===== src/hw/rtl/ips_pkg.sv =====
// shared widths and default sizes for the interval partition scheduler
package ips_pkg;

  // default sizes handed to the top level parameters
  localparam int unsigned MAX_JOBS_DEF  = 16;
  localparam int unsigned TIME_BITS_DEF = 16;

  // fixed port widths
  localparam int unsigned IN_TIME_W  = 16;
  localparam int unsigned OUT_TIME_W = 16;
  localparam int unsigned ID_W       = 8;
  localparam int unsigned ROW_W      = 6;

endpackage


===== src/hw/rtl/ips_job_mem.sv =====
// job store: start, finish and id per load slot, one write and one registered read port
module ips_job_mem import ips_pkg::*; #(
  parameter int unsigned MAX_JOBS  = MAX_JOBS_DEF,
  parameter int unsigned TIME_BITS = TIME_BITS_DEF
) (
  input  logic                        clk_i,
  input  logic                        we_i,
  input  logic [$clog2(MAX_JOBS)-1:0] waddr_i,
  input  logic [TIME_BITS-1:0]        wstart_i,
  input  logic [TIME_BITS-1:0]        wfinish_i,
  input  logic [ID_W-1:0]             wid_i,
  input  logic [$clog2(MAX_JOBS)-1:0] raddr_i,
  output logic [TIME_BITS-1:0]        rstart_o,
  output logic [TIME_BITS-1:0]        rfinish_o,
  output logic [ID_W-1:0]             rid_o
);

  localparam int unsigned EntW = 2 * TIME_BITS + ID_W;

  logic [EntW-1:0] mem_q [MAX_JOBS];
  logic [EntW-1:0] rdata_q;

  always_ff @(posedge clk_i) begin
    if (we_i) begin
      mem_q[waddr_i] <= {wstart_i, wfinish_i, wid_i};
    end
    rdata_q <= mem_q[raddr_i];
  end

  assign rstart_o  = rdata_q[EntW-1 -: TIME_BITS];
  assign rfinish_o = rdata_q[ID_W +: TIME_BITS];
  assign rid_o     = rdata_q[ID_W-1:0];

endmodule


===== src/hw/rtl/ips_order_mem.sv =====
// sorted order store: load slot per sorted position, registered read
module ips_order_mem import ips_pkg::*; #(
  parameter int unsigned MAX_JOBS = MAX_JOBS_DEF
) (
  input  logic                        clk_i,
  input  logic                        we_i,
  input  logic [$clog2(MAX_JOBS)-1:0] waddr_i,
  input  logic [$clog2(MAX_JOBS)-1:0] wdata_i,
  input  logic [$clog2(MAX_JOBS)-1:0] raddr_i,
  output logic [$clog2(MAX_JOBS)-1:0] rdata_o
);

  localparam int unsigned IdxW = $clog2(MAX_JOBS);

  logic [IdxW-1:0] mem_q [MAX_JOBS];
  logic [IdxW-1:0] rdata_q;

  always_ff @(posedge clk_i) begin
    if (we_i) begin
      mem_q[waddr_i] <= wdata_i;
    end
    rdata_q <= mem_q[raddr_i];
  end

  assign rdata_o = rdata_q;

endmodule


===== src/hw/rtl/interval_partition_scheduler_unit.sv =====
// top level of the interval partition scheduler: load, rank sort and greedy row passes
//
// channel   direction  handshake                      payload
// --------  ---------  -----------------------------  -----------------------------------------
// request   in         start_i high, busy_o low       start_time_i finish_time_i job_id_i
//                                                     last_job_i
// result    out        valid_o, one cycle, no stall   out_job_id_o row_o out_start_o
//                                                     out_finish_o overflow_o last_result_o
//
// a request without last_job stores the job, or drops it once the store is full; busy_o stays low while jobs load
// the request with last_job starts scheduling: the rank sort reads each job and then scans all
// stored jobs (one job memory read per compare), then each greedy pass scans all n sorted slots
// at one slot a cycle through the order memory read and then the job memory read
// until every stored job is placed; the last result comes in the cycle after the last busy cycle
// reset clears control state and marks all jobs pending; memories are not cleared
// results cannot be stalled: each appears for exactly one cycle with valid_o
module interval_partition_scheduler_unit import ips_pkg::*; #(
  parameter int unsigned MAX_JOBS  = MAX_JOBS_DEF,
  parameter int unsigned TIME_BITS = TIME_BITS_DEF
) (
  input  logic                  clk_i,
  input  logic                  rst_ni,
  input  logic                  start_i,
  output logic                  busy_o,
  input  logic [IN_TIME_W-1:0]  start_time_i,
  input  logic [IN_TIME_W-1:0]  finish_time_i,
  input  logic [ID_W-1:0]       job_id_i,
  input  logic                  last_job_i,
  output logic                  valid_o,
  output logic [ID_W-1:0]       out_job_id_o,
  output logic [ROW_W-1:0]      row_o,
  output logic [OUT_TIME_W-1:0] out_start_o,
  output logic [OUT_TIME_W-1:0] out_finish_o,
  output logic                  overflow_o,
  output logic                  last_result_o
);

  localparam int unsigned IdxW = $clog2(MAX_JOBS);
  localparam int unsigned CntW = $clog2(MAX_JOBS + 1);

  // controller states
  localparam logic [2:0] S_IDLE    = 3'd0;  // loading jobs
  localparam logic [2:0] S_RK_HEAD = 3'd1;  // read the job being ranked
  localparam logic [2:0] S_RK_CAP  = 3'd2;  // capture it, start the compare scan
  localparam logic [2:0] S_RK_SCAN = 3'd3;  // one compare per cycle
  localparam logic [2:0] S_PASS    = 3'd4;  // greedy passes

  // strict order: finish, then start, then load slot
  function automatic logic goes_before(input logic [TIME_BITS-1:0] s_a,
                                       input logic [TIME_BITS-1:0] f_a,
                                       input logic [IdxW-1:0]      x_a,
                                       input logic [TIME_BITS-1:0] s_b,
                                       input logic [TIME_BITS-1:0] f_b,
                                       input logic [IdxW-1:0]      x_b);
    logic res;
    if (f_a != f_b) begin
      res = f_a < f_b;
    end else if (s_a != s_b) begin
      res = s_a < s_b;
    end else begin
      res = x_a < x_b;
    end
    return res;
  endfunction

  logic [2:0]          state_q, state_d;
  logic [CntW-1:0]     cnt_q, cnt_d;         // stored jobs
  logic                drop_q, drop_d;       // a job was dropped for capacity
  logic [CntW-1:0]     i_q, i_d;             // job being ranked
  logic [IdxW-1:0]     cmp_q, cmp_d;         // slot whose data arrives this cycle
  logic [IdxW-1:0]     rank_q, rank_d;
  logic [TIME_BITS-1:0] cur_s_q, cur_s_d, cur_f_q, cur_f_d;

  // pass pipeline: issue slot k, order read, job read, decide
  logic [IdxW-1:0]     k_q, k_d;
  logic                v1_q, v1_d, v2_q, v2_d;
  logic [IdxW-1:0]     k1_q, k1_d, k2_q, k2_d, j2_q, j2_d;
  logic [MAX_JOBS-1:0] pend_q, pend_d;
  logic [CntW-1:0]     placed_q, placed_d;
  logic [ROW_W-1:0]    pass_q, pass_d;
  logic                none_q, none_d;       // no job taken yet in this pass
  logic [TIME_BITS-1:0] last_f_q, last_f_d;

  logic                valid_q, valid_d, last_res_q, last_res_d;
  logic [ID_W-1:0]     out_id_q, out_id_d;
  logic [ROW_W-1:0]    out_row_q, out_row_d;
  logic [OUT_TIME_W-1:0] out_s_q, out_s_d, out_f_q, out_f_d;
  logic                out_ovf_q, out_ovf_d;

  // memory ports
  logic                jm_we;
  logic [IdxW-1:0]     jm_waddr, jm_raddr;
  logic [TIME_BITS-1:0] jm_rstart, jm_rfinish;
  logic [ID_W-1:0]     jm_rid;
  logic                om_we;
  logic [IdxW-1:0]     om_waddr, om_wdata, om_raddr, om_rdata;

  logic                is_ahead;
  logic [IdxW-1:0]     rank_new;
  logic                take;

  ips_job_mem #(
    .MAX_JOBS (MAX_JOBS),
    .TIME_BITS(TIME_BITS)
  ) u_job_mem (
    .clk_i    (clk_i),
    .we_i     (jm_we),
    .waddr_i  (jm_waddr),
    .wstart_i (TIME_BITS'(start_time_i)),
    .wfinish_i(TIME_BITS'(finish_time_i)),
    .wid_i    (job_id_i),
    .raddr_i  (jm_raddr),
    .rstart_o (jm_rstart),
    .rfinish_o(jm_rfinish),
    .rid_o    (jm_rid)
  );

  ips_order_mem #(
    .MAX_JOBS(MAX_JOBS)
  ) u_order_mem (
    .clk_i  (clk_i),
    .we_i   (om_we),
    .waddr_i(om_waddr),
    .wdata_i(om_wdata),
    .raddr_i(om_raddr),
    .rdata_o(om_rdata)
  );

  always_comb begin
    state_d    = state_q;
    cnt_d      = cnt_q;
    drop_d     = drop_q;
    i_d        = i_q;
    cmp_d      = cmp_q;
    rank_d     = rank_q;
    cur_s_d    = cur_s_q;
    cur_f_d    = cur_f_q;
    k_d        = k_q;
    v1_d       = 1'b0;
    v2_d       = 1'b0;
    k1_d       = k1_q;
    k2_d       = k2_q;
    j2_d       = j2_q;
    pend_d     = pend_q;
    placed_d   = placed_q;
    pass_d     = pass_q;
    none_d     = none_q;
    last_f_d   = last_f_q;
    valid_d    = 1'b0;
    last_res_d = 1'b0;
    out_id_d   = out_id_q;
    out_row_d  = out_row_q;
    out_s_d    = out_s_q;
    out_f_d    = out_f_q;
    out_ovf_d  = out_ovf_q;
    jm_we      = 1'b0;
    jm_waddr   = cnt_q[IdxW-1:0];
    jm_raddr   = cmp_q;
    om_we      = 1'b0;
    om_waddr   = rank_q;
    om_wdata   = i_q[IdxW-1:0];
    om_raddr   = k_q;
    is_ahead   = 1'b0;
    rank_new   = rank_q;
    take       = 1'b0;

    case (state_q)
      S_IDLE: begin
        if (start_i) begin
          if (cnt_q < CntW'(MAX_JOBS)) begin
            jm_we = 1'b1;
            cnt_d = cnt_q + 1'b1;
          end else begin
            drop_d = 1'b1;
          end
          if (last_job_i) begin
            state_d = S_RK_HEAD;
            i_d     = '0;
          end
        end
      end

      S_RK_HEAD: begin
        jm_raddr = i_q[IdxW-1:0];
        state_d  = S_RK_CAP;
      end

      S_RK_CAP: begin
        cur_s_d  = jm_rstart;
        cur_f_d  = jm_rfinish;
        jm_raddr = '0;
        cmp_d    = '0;
        rank_d   = '0;
        state_d  = S_RK_SCAN;
      end

      S_RK_SCAN: begin
        // rank = number of stored jobs that go before the current one
        is_ahead = goes_before(jm_rstart, jm_rfinish, cmp_q,
                               cur_s_q, cur_f_q, i_q[IdxW-1:0]);
        rank_new = rank_q + IdxW'(is_ahead);
        rank_d   = rank_new;
        jm_raddr = cmp_q + 1'b1;
        cmp_d    = cmp_q + 1'b1;
        if (CntW'(cmp_q) + 1'b1 == cnt_q) begin
          om_we    = 1'b1;
          om_waddr = rank_new;
          i_d      = i_q + 1'b1;
          if (i_q + 1'b1 == cnt_q) begin
            state_d  = S_PASS;
            k_d      = '0;
            placed_d = '0;
            pass_d   = '0;
            none_d   = 1'b1;
          end else begin
            state_d = S_RK_HEAD;
          end
        end
      end

      S_PASS: begin
        // issue the next sorted slot, wrapping at the job count
        om_raddr = k_q;
        k_d      = (CntW'(k_q) + 1'b1 == cnt_q) ? '0 : k_q + 1'b1;
        v1_d     = 1'b1;
        k1_d     = k_q;
        v2_d     = v1_q;
        k2_d     = k1_q;
        j2_d     = om_rdata;
        jm_raddr = om_rdata;
        if (v2_q) begin
          take = pend_q[j2_q] && (none_q || (jm_rstart > last_f_q));
          if (take) begin
            pend_d[j2_q] = 1'b0;
            last_f_d     = jm_rfinish;
            none_d       = 1'b0;
            placed_d     = placed_q + 1'b1;
            valid_d      = 1'b1;
            out_id_d     = jm_rid;
            out_row_d    = pass_q;
            out_s_d      = OUT_TIME_W'(jm_rstart);
            out_f_d      = OUT_TIME_W'(jm_rfinish);
            out_ovf_d    = drop_q;
          end
          // end of a pass: next slot opens a new row
          if (CntW'(k2_q) + 1'b1 == cnt_q) begin
            pass_d = pass_q + 1'b1;
            none_d = 1'b1;
          end
          if (take && (placed_q + 1'b1 == cnt_q)) begin
            last_res_d = 1'b1;
            state_d    = S_IDLE;
            cnt_d      = '0;
            drop_d     = 1'b0;
            pend_d     = '1;
            v1_d       = 1'b0;
            v2_d       = 1'b0;
          end
        end
      end

      default: begin
        state_d = S_IDLE;
      end
    endcase
  end

  // control state
  always_ff @(posedge clk_i or negedge rst_ni) begin
    if (!rst_ni) begin
      state_q    <= S_IDLE;
      cnt_q      <= '0;
      drop_q     <= 1'b0;
      i_q        <= '0;
      cmp_q      <= '0;
      rank_q     <= '0;
      k_q        <= '0;
      v1_q       <= 1'b0;
      v2_q       <= 1'b0;
      k1_q       <= '0;
      k2_q       <= '0;
      pend_q     <= '1;
      placed_q   <= '0;
      pass_q     <= '0;
      none_q     <= 1'b1;
      valid_q    <= 1'b0;
      last_res_q <= 1'b0;
    end else begin
      state_q    <= state_d;
      cnt_q      <= cnt_d;
      drop_q     <= drop_d;
      i_q        <= i_d;
      cmp_q      <= cmp_d;
      rank_q     <= rank_d;
      k_q        <= k_d;
      v1_q       <= v1_d;
      v2_q       <= v2_d;
      k1_q       <= k1_d;
      k2_q       <= k2_d;
      pend_q     <= pend_d;
      placed_q   <= placed_d;
      pass_q     <= pass_d;
      none_q     <= none_d;
      valid_q    <= valid_d;
      last_res_q <= last_res_d;
    end
  end

  // payload registers
  always_ff @(posedge clk_i) begin
    cur_s_q   <= cur_s_d;
    cur_f_q   <= cur_f_d;
    j2_q      <= j2_d;
    last_f_q  <= last_f_d;
    out_id_q  <= out_id_d;
    out_row_q <= out_row_d;
    out_s_q   <= out_s_d;
    out_f_q   <= out_f_d;
    out_ovf_q <= out_ovf_d;
  end

  assign busy_o        = (state_q != S_IDLE);
  assign valid_o       = valid_q;
  assign last_result_o = last_res_q;
  assign out_job_id_o  = out_id_q;
  assign row_o         = out_row_q;
  assign out_start_o   = out_s_q;
  assign out_finish_o  = out_f_q;
  assign overflow_o    = out_ovf_q;

  // results only come out of the pass phase
  a_valid_from_pass: assert property (@(posedge clk_i) disable iff (!rst_ni)
    valid_o |-> ($past(state_q) == S_PASS))
    else $error("result outside of pass phase");

  // the final result is a real result
  a_last_has_valid: assert property (@(posedge clk_i) disable iff (!rst_ni)
    last_result_o |-> valid_o)
    else $error("last_result without valid");

  // scheduling never runs on an empty set
  a_pass_nonempty: assert property (@(posedge clk_i) disable iff (!rst_ni)
    (state_q == S_PASS) |-> (cnt_q != '0))
    else $error("pass phase with no jobs");

  // the closing request makes the block busy
  a_last_goes_busy: assert property (@(posedge clk_i) disable iff (!rst_ni)
    (start_i && !busy_o && last_job_i) |=> busy_o)
    else $error("last job did not start scheduling");

endmodule


===== config.mk =====
export PLATFORM = sky130hd
export DESIGN_NAME = interval_partition_scheduler_unit
export DESIGN_NICKNAME = d
export VERILOG_FILES = /design/src/hw/rtl/ips_pkg.sv /design/src/hw/rtl/ips_job_mem.sv /design/src/hw/rtl/ips_order_mem.sv /design/src/hw/rtl/interval_partition_scheduler_unit.sv
export SDC_FILE = /design/constraint.sdc
export NUM_CORES = 1
export LEC_CHECK = 0
export BUFFER_PORTS_ARGS = -buffer_cell sky130_fd_sc_hd__buf_2
export CAP_MARGIN = 20
export CORE_UTILIZATION = 30
export DETAILED_ROUTE_END_ITERATION = 16
export MAX_ROUTING_LAYER = met4
export PLACE_DENSITY = 0.52
export SETUP_SLACK_MARGIN = 0.5
export SYNTH_ARGS = -nofsm -noshare
export SYNTH_HDL_FRONTEND = slang
export SYNTH_SLANG_ARGS = --single-unit

===== constraint.sdc =====
create_clock -name clk_i -period 4.3 [get_ports clk_i]
set_input_delay 0.215 -clock clk_i [delete_from_list [all_inputs] [get_ports clk_i]]
set_output_delay 0.215 -clock clk_i [all_outputs]
set_load 0.03 [all_outputs]

==> summary.txt, run 1 <==
Status
  • Run status: finished clean

STA
  • Setup TNS: 0 ns
  • Hold Violations, Final: 0
  • Final Max Tran Viols: 0
  • Achievable frequency: 277 MHz
  • Hold WS: ~0.3 ns
  • Final Setup Violations: 0
  • Fin crit share: 84.1%
  • Worst Skew: 0.0289 ns
  • Final worst slack: 0.684 ns
  • Max transition margin: 21.8%
  • Minimum clock period: 3.62 ns
  • Worst-margin pin slew: between 1 and 1.5 ns
  • Unrepaired setup endpoints after global routing: true

Worst setup path
  • Most frequent CP cell: ha_1
  • Critical Path Fanout Max: 8
  • Slowest CP cell: nor4_2
  • Startpoint class of the critical path: register
  • Critical path arrival: 3.91 ns
  • Worst-path cell chain: inv_1 -> ha_1 -> a21o_1 -> a2111oi_1 -> o21ai_1 -> a2111o_1 -> o211ai_1 -> ha_1 -> ha_1 -> nand2b_1 -> and2_1 -> nor4_2
  • Crit path required time: between 4 and 5 ns
  • Crit path capture type: register
  • Setup CP Type: register to register
  • CP peak stage delay: around 0.54 ns

Routing
  • Routed wire length: 97.4 mm
  • DRT Pass-1 Iters: 5
  • Via count: ~21000
  • DRT iter0 DRCs: 1567
  • WL/cell: 23.2 um
  • Final ANT Viol Nets: 0
  • Post-route DRC: 0
  • Vias per cell: around 5

Placed design
  • Dpl ws: 0.383 ns
  • RePlAce Congestion: 0.807
  • IO buf count: 93
  • Dpl hpwl: 55.9 mm
  • Placed Instance Area: 0.0392 mm^2

Synth
  • Syn Inst Count: 2347
  • Post-synth top area share: about two thirds
  • Synthesized cell area: 0.0364 mm^2
  • Main synth FF type: edfxtp_1
  • Synthesized netlist net count: approximately 2500
  • Post-synth EDFFs: 787
  • Netlist cell types: 75
  • Yosys warning count: 0
  • Async S/R FF share, synth: under 10%
  • Cell taking the most area after synthesis: edfxtp_1
  • Sequential area share after synthesis: between 70% and 80%
  • Post-Syn Area per Cell: between 15 and 20 um^2
  • Synthesis-stage register bit count: between 800 and 900
  • Top post-synthesis cells by area: edfxtp_1 (65%), mux2i_1 (5.0%), dfrtp_1 (3.4%)

Floorplan
  • IO Pins: between 90 and 100
  • Row Count: 127
  • Die area: 0.123 mm^2
  • Die height: roughly 350 um
  • Initial core utilization: 30.3%
  • Core area: about 0.12 mm^2
  • Die Width: 351 um

Clocking
  • Root buf cell: clkbuf_16
  • CTS H-Tree Depth: 3
  • Setup bufs post-CTS: 0
  • CTS Buf Count: 98
  • TritonCTS clock tree: built
  • Clk_lat worst skew: 0.67 ns
  • Clock Pin Slew Worst Setup and Hold Paths: roughly 0.06 ns
  • Worst-case clock buffer depth: 3
  • Clock sinks: 897

Cells and area
  • Utilization after layout: a little over a third
  • Fraction of layout cells with a size suffix above 1: 15.2%
  • Design area: 0.0429 mm^2
  • Fin nets: 2609
  • Area Growth Syn to Fin: 17.8%

Power
  • Pwr dens: 417 mW/mm^2
  • Pleak: approximately 16 nW
  • Peak VDD IR: 0.262 mV

Worst hold path
  • Worst Hold Class: input port to asynchronous set/reset pin

Job
  • Max-Cap Viols: 0

GRT
  • Largest net degree at the start of global routing: between 150 and 200
  • Global route overflow: 0
  • GRT Overall Usage: 16.2%
  • Initial antenna violation count: 8
  • First-pass GRT wire length: 143 mm
  • Vias in the first global route: 21100
flip-flops by register name, indices dropped and copies added (netlist names), 3 cells and up:
name / cells
placed_q: 5
k1_q: 4
out_finish_o: 16
out_start_o: 16
cmp_q: 4
k_q: 4
cur_s_q: 16
out_job_id_o: 8
i_q: 5
u_job_mem.mem_q: 640
k2_q: 4
cur_f_q: 16
pass_q: 6
state_q: 3
rank_q: 4
pend_q: 16
j2_q: 4
row_o: 6
cnt_q: 5
u_job_mem.rdata_q: 40
u_order_mem.rdata_o: 4
u_order_mem.mem_q: 64
report_power, final:
part	switching [mW]	total, mW	leakage, nW	internal [mW]
sequential	0	9.44	8.39	9.44
combinational	0.105	0.146	6.18	0.0410
clock	3.43	8.31	1.58	4.87
total	3.54	17.9	16.2	14.4
Yosys cell counts (all sizes together) (3+ instances only):
library cell and number:
nand2b 11, dfxtp 44, nand3 30, dfrtp 49
mux2i 182, o21a 3, nor2b 14, or2 3
and2 22, a22o 6, o31ai 3, ha 63
xnor2 23, dfstp 17, nor4 24, and3 162
and4 39, nand4 24, a221oi 10, inv 72
a22oi 84, mux2 3, o21ai 119, a21o 28
o211ai 7, o2bb2ai 3, a31oi 4, nor3 14
a211oi 161, o22ai 6, edfxtp 787, clkbuf 67
nand2 72, a21oi 24, nor2 26, xor2 16
buf 82, mux4 12
logic make-up after synthesis:
logic type / count (synthesis) / synth area share [%]
AO/OA/AOI/OAI: 475 / 9.09
XOR/XNOR: 39 / 0.937
adder cells (fa/ha/maj): 63 / 2.16
buffers and inverters: 222 / 2.66
flip-flops: 897 / 71.9
multiplexers: 197 / 5.83
AND/OR/NAND/NOR: 454 / 7.44
final cells by class:
type,instances,area (um^2)
Tap cell,1612,2020
Sequential cell,897,26200
Timing Repair Buffer,204,1770
Fill cell,11400,77200
Inverter,73,275
Clock buffer,126,2670
Clock inverter,57,546
Antenna cell,5,12.5
Multi-Input combinational cell,1228,9460
layout by cell type, fill, tap and decap left out, types with 24 or more instances in the layout:
master         Yosys  final
inv_1             72     71
a21o_1            28     28
o21ai_1           24     24
nand4_1           24     24
dfrtp_1           49     49
buf_12             0     29
nor2_1            25     24
clkbuf_16          0    101
nand2_1           71     71
buf_2             66     93
mux2i_1          182    182
o21ai_0           95     94
dfxtp_1           44     44
edfxtp_1         787    787
nand3_1           30     29
dlygate4sd3_1      0     43
a211oi_1         160    159
buf_4              9     39
a22oi_1           84     84
ha_1              63     63
and3_1           162    161
and4_1            39     39
clkinv_2           1     25
stage by stage:
stage | cells | power, mW
floorplan | 2347 | 9.63
global placement | 3971 | 9.72
detailed placement | 3971 | 9.73
CTS | 4197 | 18.1
global route | 4202 | 18.4
finish | 4202 | 17.9
path summary, 6_finish.rpt:
| check | start | endpoint | slack (ns) | cells past startpoint |
|---|---|---|---|---|
| min in group clk_i | u_job_mem.rdata_q[7] | out_job_id_o[7] | 0.40 | 0 |
| max in group asynchronous | rst_ni | pass_q[5] | 3.38 | 3 |
| max reg2reg | cur_f_q[3] | u_order_mem.mem_q[15][3] | 0.68 | 12 |
| min reg2reg | u_job_mem.rdata_q[7] | out_job_id_o[7] | 0.40 | 0 |
| min | rst_ni | rank_q[1] | 0.30 | 3 |
| max | cur_f_q[3] | u_order_mem.mem_q[15][3] | 0.68 | 12 |
routing by layer:
layer  vias to the layer above  wire [um]  track usage, %
li1                       9558          -               -
met1                     10900      42600            20.6
met2                       460      49100            27.2
met3                       112       4350            2.44
met4                         0       1310            3.73
met5                         -          0               -
worst max-delay path, delay by kind of cell, from the launching register on:
family	cells	cell delay, ns
buffers and inverters	1	0.07
DFF	1	0.36
AOI/OAI and AO/OA	5	1.32
and+or+nand+nor	3	0.89
adders and majority gates	3	0.62
timing repair:
action / CTS / global route
hold buffers: 43 / 0
gates resized for setup: 1 / 9
endpoints found under the setup margin: 4 / 64
pin swaps: 0 / 0
endpoints found under the hold margin: 691 / 0
No activity file was read; power rests on OpenSTA's default activity.
==> run 2: changes to the inputs <==
--- a/config.mk
+++ b/config.mk
@@ -5,6 +5,7 @@
 export SDC_FILE = /design/constraint.sdc
 export NUM_CORES = 1
 export LEC_CHECK = 0
+export ABC_AREA = 1
 export BUFFER_PORTS_ARGS = -buffer_cell sky130_fd_sc_hd__buf_2
 export CAP_MARGIN = 20
 export CORE_UTILIZATION = 30
==> constraint.sdc (replaced) <==
create_clock -name clk_i -period 3.8 [get_ports clk_i]
set_input_delay 0.19 -clock clk_i [delete_from_list [all_inputs] [get_ports clk_i]]
set_output_delay 0.19 -clock clk_i [all_outputs]
set_load 0.03 [all_outputs]
==> run 2 against run 1 <==
Compared with the run above:
- sequential power up 13%
- setup slack better by 0.030 ns
- synthesized cell count up 50%
- count of clock-buffer cells in the layout up 15
- register-to-register slack better by 0.03 ns
==> summary.txt, run 2 <==
Cells and area
  • Commonest cells after routing, fill and taps aside: nand2_1 (911), edfxtp_1 (787), nand3_1 (657)
  • Area Growth Syn to Fin: 16.5%
  • Largest Register: u_job_mem.mem_q
  • Most common cell after layout, fill and taps aside: nand2_1
  • Design area: 0.0450 mm^2
  • Fraction of layout cells with a size suffix above 1: between 10% and 20%
  • Fin nets: 3773
  • Largest register FFs: 640
  • Top Registers: u_job_mem.mem_q x640, u_order_mem.mem_q x64, u_job_mem.rdata_q x40

Floorplan
  • IO Pins: 94
  • Initial core utilization: between 30% and 40%
  • Die height: 361 um
  • Die Width: 361 um
  • Die area: approximately 0.13 mm^2
  • Core area: around 0.13 mm^2
  • Row Count: 131

Clocking
  • CTS Buf Count: 99
  • Worst-case clock buffer depth: 3
  • Clk_lat worst skew: 0.69 ns
  • Clock Pin Slew Worst Setup and Hold Paths: 0.06 ns
  • CTS H-Tree Depth: 3
  • TritonCTS clock tree: built
  • Root buf cell: clkbuf_16
  • Clock sinks: 897

Synth
  • Async S/R FF share, synth: 7.36%
  • Main synth FF type: edfxtp_1
  • Top post-synthesis cells by area: edfxtp_1 (61%), nand2_1 (8.9%), nand3_1 (8.5%)
  • Netlist cell types: 45
  • Most common cell in the synthesized netlist: nand2_1
  • Synthesized cell area: 0.0386 mm^2
  • Sequential area share after synthesis: 67.8%
  • Synthesis-stage register bit count: around 900
  • Cell taking the most area after synthesis: edfxtp_1
  • Post-synth top area share: just over 60%
  • Post-synth EDFFs: 787
  • Commonest cells in the netlist: nand2_1 (916), edfxtp_1 (787), nand3_1 (659)
  • Post-Syn Area per Cell: 10.9 um^2
  • Yosys warning count: 0
  • Synthesized netlist net count: approximately 3600
  • Syn Inst Count: approximately 3500

Worst setup path
  • Slowest CP cell: buf_4
  • Reg2reg setup slack: 0.71 ns
  • Setup CP Type: register to register
  • Critical Path Fanout Max: 23
  • CP delay by family, top: simple AND/OR/NAND/NOR gates
  • Crit path capture type: register
  • Buf/Inv on CP: 4
  • Most frequent CP cell: nor2_1
  • R2R cell count: 10
  • Worst-path cell chain: inv_2 -> nand2_2 -> nor2_1 -> inv_1 -> nor2_1 -> inv_1 -> nor2_1 -> nand2_1 -> nor2_4 -> buf_4
  • WP depth: 10
  • CP peak stage delay: approximately 0.5 ns
  • R2R Path End: u_job_mem.mem_q[11][12]
  • Crit path to: u_job_mem.mem_q[11][12]
  • Crit path required time: 4.10 ns
  • Startpoint class of the critical path: register
  • Worst reg2reg path startpoint: state_q[0]
  • Critical path origin: state_q[0]
  • Critical path arrival: 3.38 ns

Power
  • Seq pwr share: about 54%
  • Pwr dens: 443 mW/mm^2
  • Peak VDD IR: roughly 0.36 mV
  • Clock power share: between 40% and 50%
  • Combinational Power Share: less than 1%
  • Pleak: roughly 18 nW
  • Sw frac: between 20% and 30%
  • P_sw: 4.06 mW
  • Int Pwr: 15.9 mW

Placed design
  • Dpl ws: a little under 0.5 ns
  • Dpl hpwl: 59.8 mm
  • RePlAce Congestion: 0.841
  • IO buf count: 93
  • Placed Instance Area: approximately 0.041 mm^2

GRT
  • Largest net degree at the start of global routing: roughly 140
  • Global route overflow: 0
  • First-pass GRT wire length: 159 mm
  • Initial antenna violation count: 6
  • GRT Overall Usage: between 10% and 20%
  • Vias in the first global route: 24700

STA
  • Unrepaired setup endpoints after global routing: true
  • Hold Violations, Final: 0
  • Fin crit share: 81.2%
  • Hold WS: 0.0675 ns
  • Max transition margin: 35.2%
  • Setup TNS: 0 ns
  • Achievable frequency: 324 MHz
  • Minimum clock period: ~3.1 ns
  • Worst Skew: 0.0380 ns
  • Final Setup Violations: 0
  • Final worst slack: 0.714 ns
  • Worst-margin pin slew: approximately 0.97 ns
  • Final Max Tran Viols: 0

Status
  • Run status: finished clean

Routing
  • Post-route DRC: 0
  • Final ANT Viol Nets: 0
  • Vias per cell: approximately 4.8
  • Via count: 25700
  • DRT Pass-1 Iters: 5
  • DRT iter0 DRCs: 1956
  • Routed wire length: 107 mm
  • WL/cell: ~20 um

Worst hold path
  • Hold path cells: 5
  • Worst Hold Class: input port to register

Job
  • Max-Cap Viols: 0
==> run 2: logic make-up (layout without fill, tap and decap cells) <==
| family | after synthesis | count (layout) | share of synthesized area (%) |
|---|---|---|---|
| AND/OR/NAND/NOR | 1885 | 1885 | 21.9 |
| flip-flops | 897 | 897 | 67.8 |
| buffers and inverters | 525 | 741 | 5.73 |
| AO/OA/AOI/OAI | 138 | 138 | 2.06 |
| adder cells (fa/ha/maj) | 63 | 63 | 2.04 |
| XOR/XNOR | 23 | 23 | 0.521 |
| other | 0 | 4 | 0 |
==> run 2: repair_timing <==
item | CTS | global route
hold endpoints to repair | 690 | 0
hold buffers | 42 | 0
buffers inserted | 0 | 2
endpoints found under the setup margin | 18 | 159
pin swaps | 0 | 3
gates resized for setup | 6 | 42
==> run 2: worst min path at each step <==
stage                          from               to  slack [ns]
2_1_floorplan                rst_ni         cmp_q[0]       -0.11
3_3_place_gp                 rst_ni    last_result_o        0.39
3_5_place_dp   u_job_mem.rdata_q[3]  out_job_id_o[3]        0.39
4_1_cts                  last_job_i       state_q[0]        0.02
5_1_grt                  last_job_i       state_q[0]        0.11
6_report                 last_job_i       state_q[0]        0.07
==> run 2: layout make-up <==
class | count | area, um^2
fill | 12600 | 82700
sequential | 897 | 26200
multi-input combinational | 2109 | 10600
clock buffer | 141 | 2780
tap | 1662 | 2080
timing repair buffer | 223 | 1800
inverter | 336 | 1270
clock inverter | 41 | 315
antenna | 4 | 10.0
==> run 2: layer usage <==
metal	global-route usage [%]	wire length, um	part of all wire, %
met5	-	0	0
met4	4.90	2550	2.4
met3	2.92	6440	6.0
met2	25.7	48900	46
met1	22.2	48600	46
==> run 2: power groups by stage <==
stage | Combinational, mW | Clock, mW | Sequential (mW)
floorplan | 0.000319 | 0 | 10.9
global placement | 0.124 | 0 | 10.9
detailed placement | 0.127 | 0 | 10.9
CTS | 0.168 | 9.31 | 10.7
global route | 0.182 | 9.68 | 10.7
finish | 0.163 | 9.11 | 10.7
==> run 2: metrics by stage <==
step / utilization, % / total power, mW / std cells
after floorplan: - / 10.9 / 3531
after global placement: 32.3 / 11.0 / 5182
after detailed placement: 32.3 / 11.0 / 5182
after CTS: 35.1 / 20.2 / 5406
after global routing: 35.3 / 20.5 / 5413
final: 35.3 / 20.0 / 5413
==> run 2: worst reg2reg max path, cell delays in order (launching register included) <==
cell	delay, ns
dfrtp_1	0.46
inv_2	0.10
nand2_2	0.08
nor2_1	0.13
inv_1	0.15
nor2_1	0.12
inv_1	0.06
nor2_1	0.46
nand2_1	0.43
nor2_4	0.20
buf_4	0.50
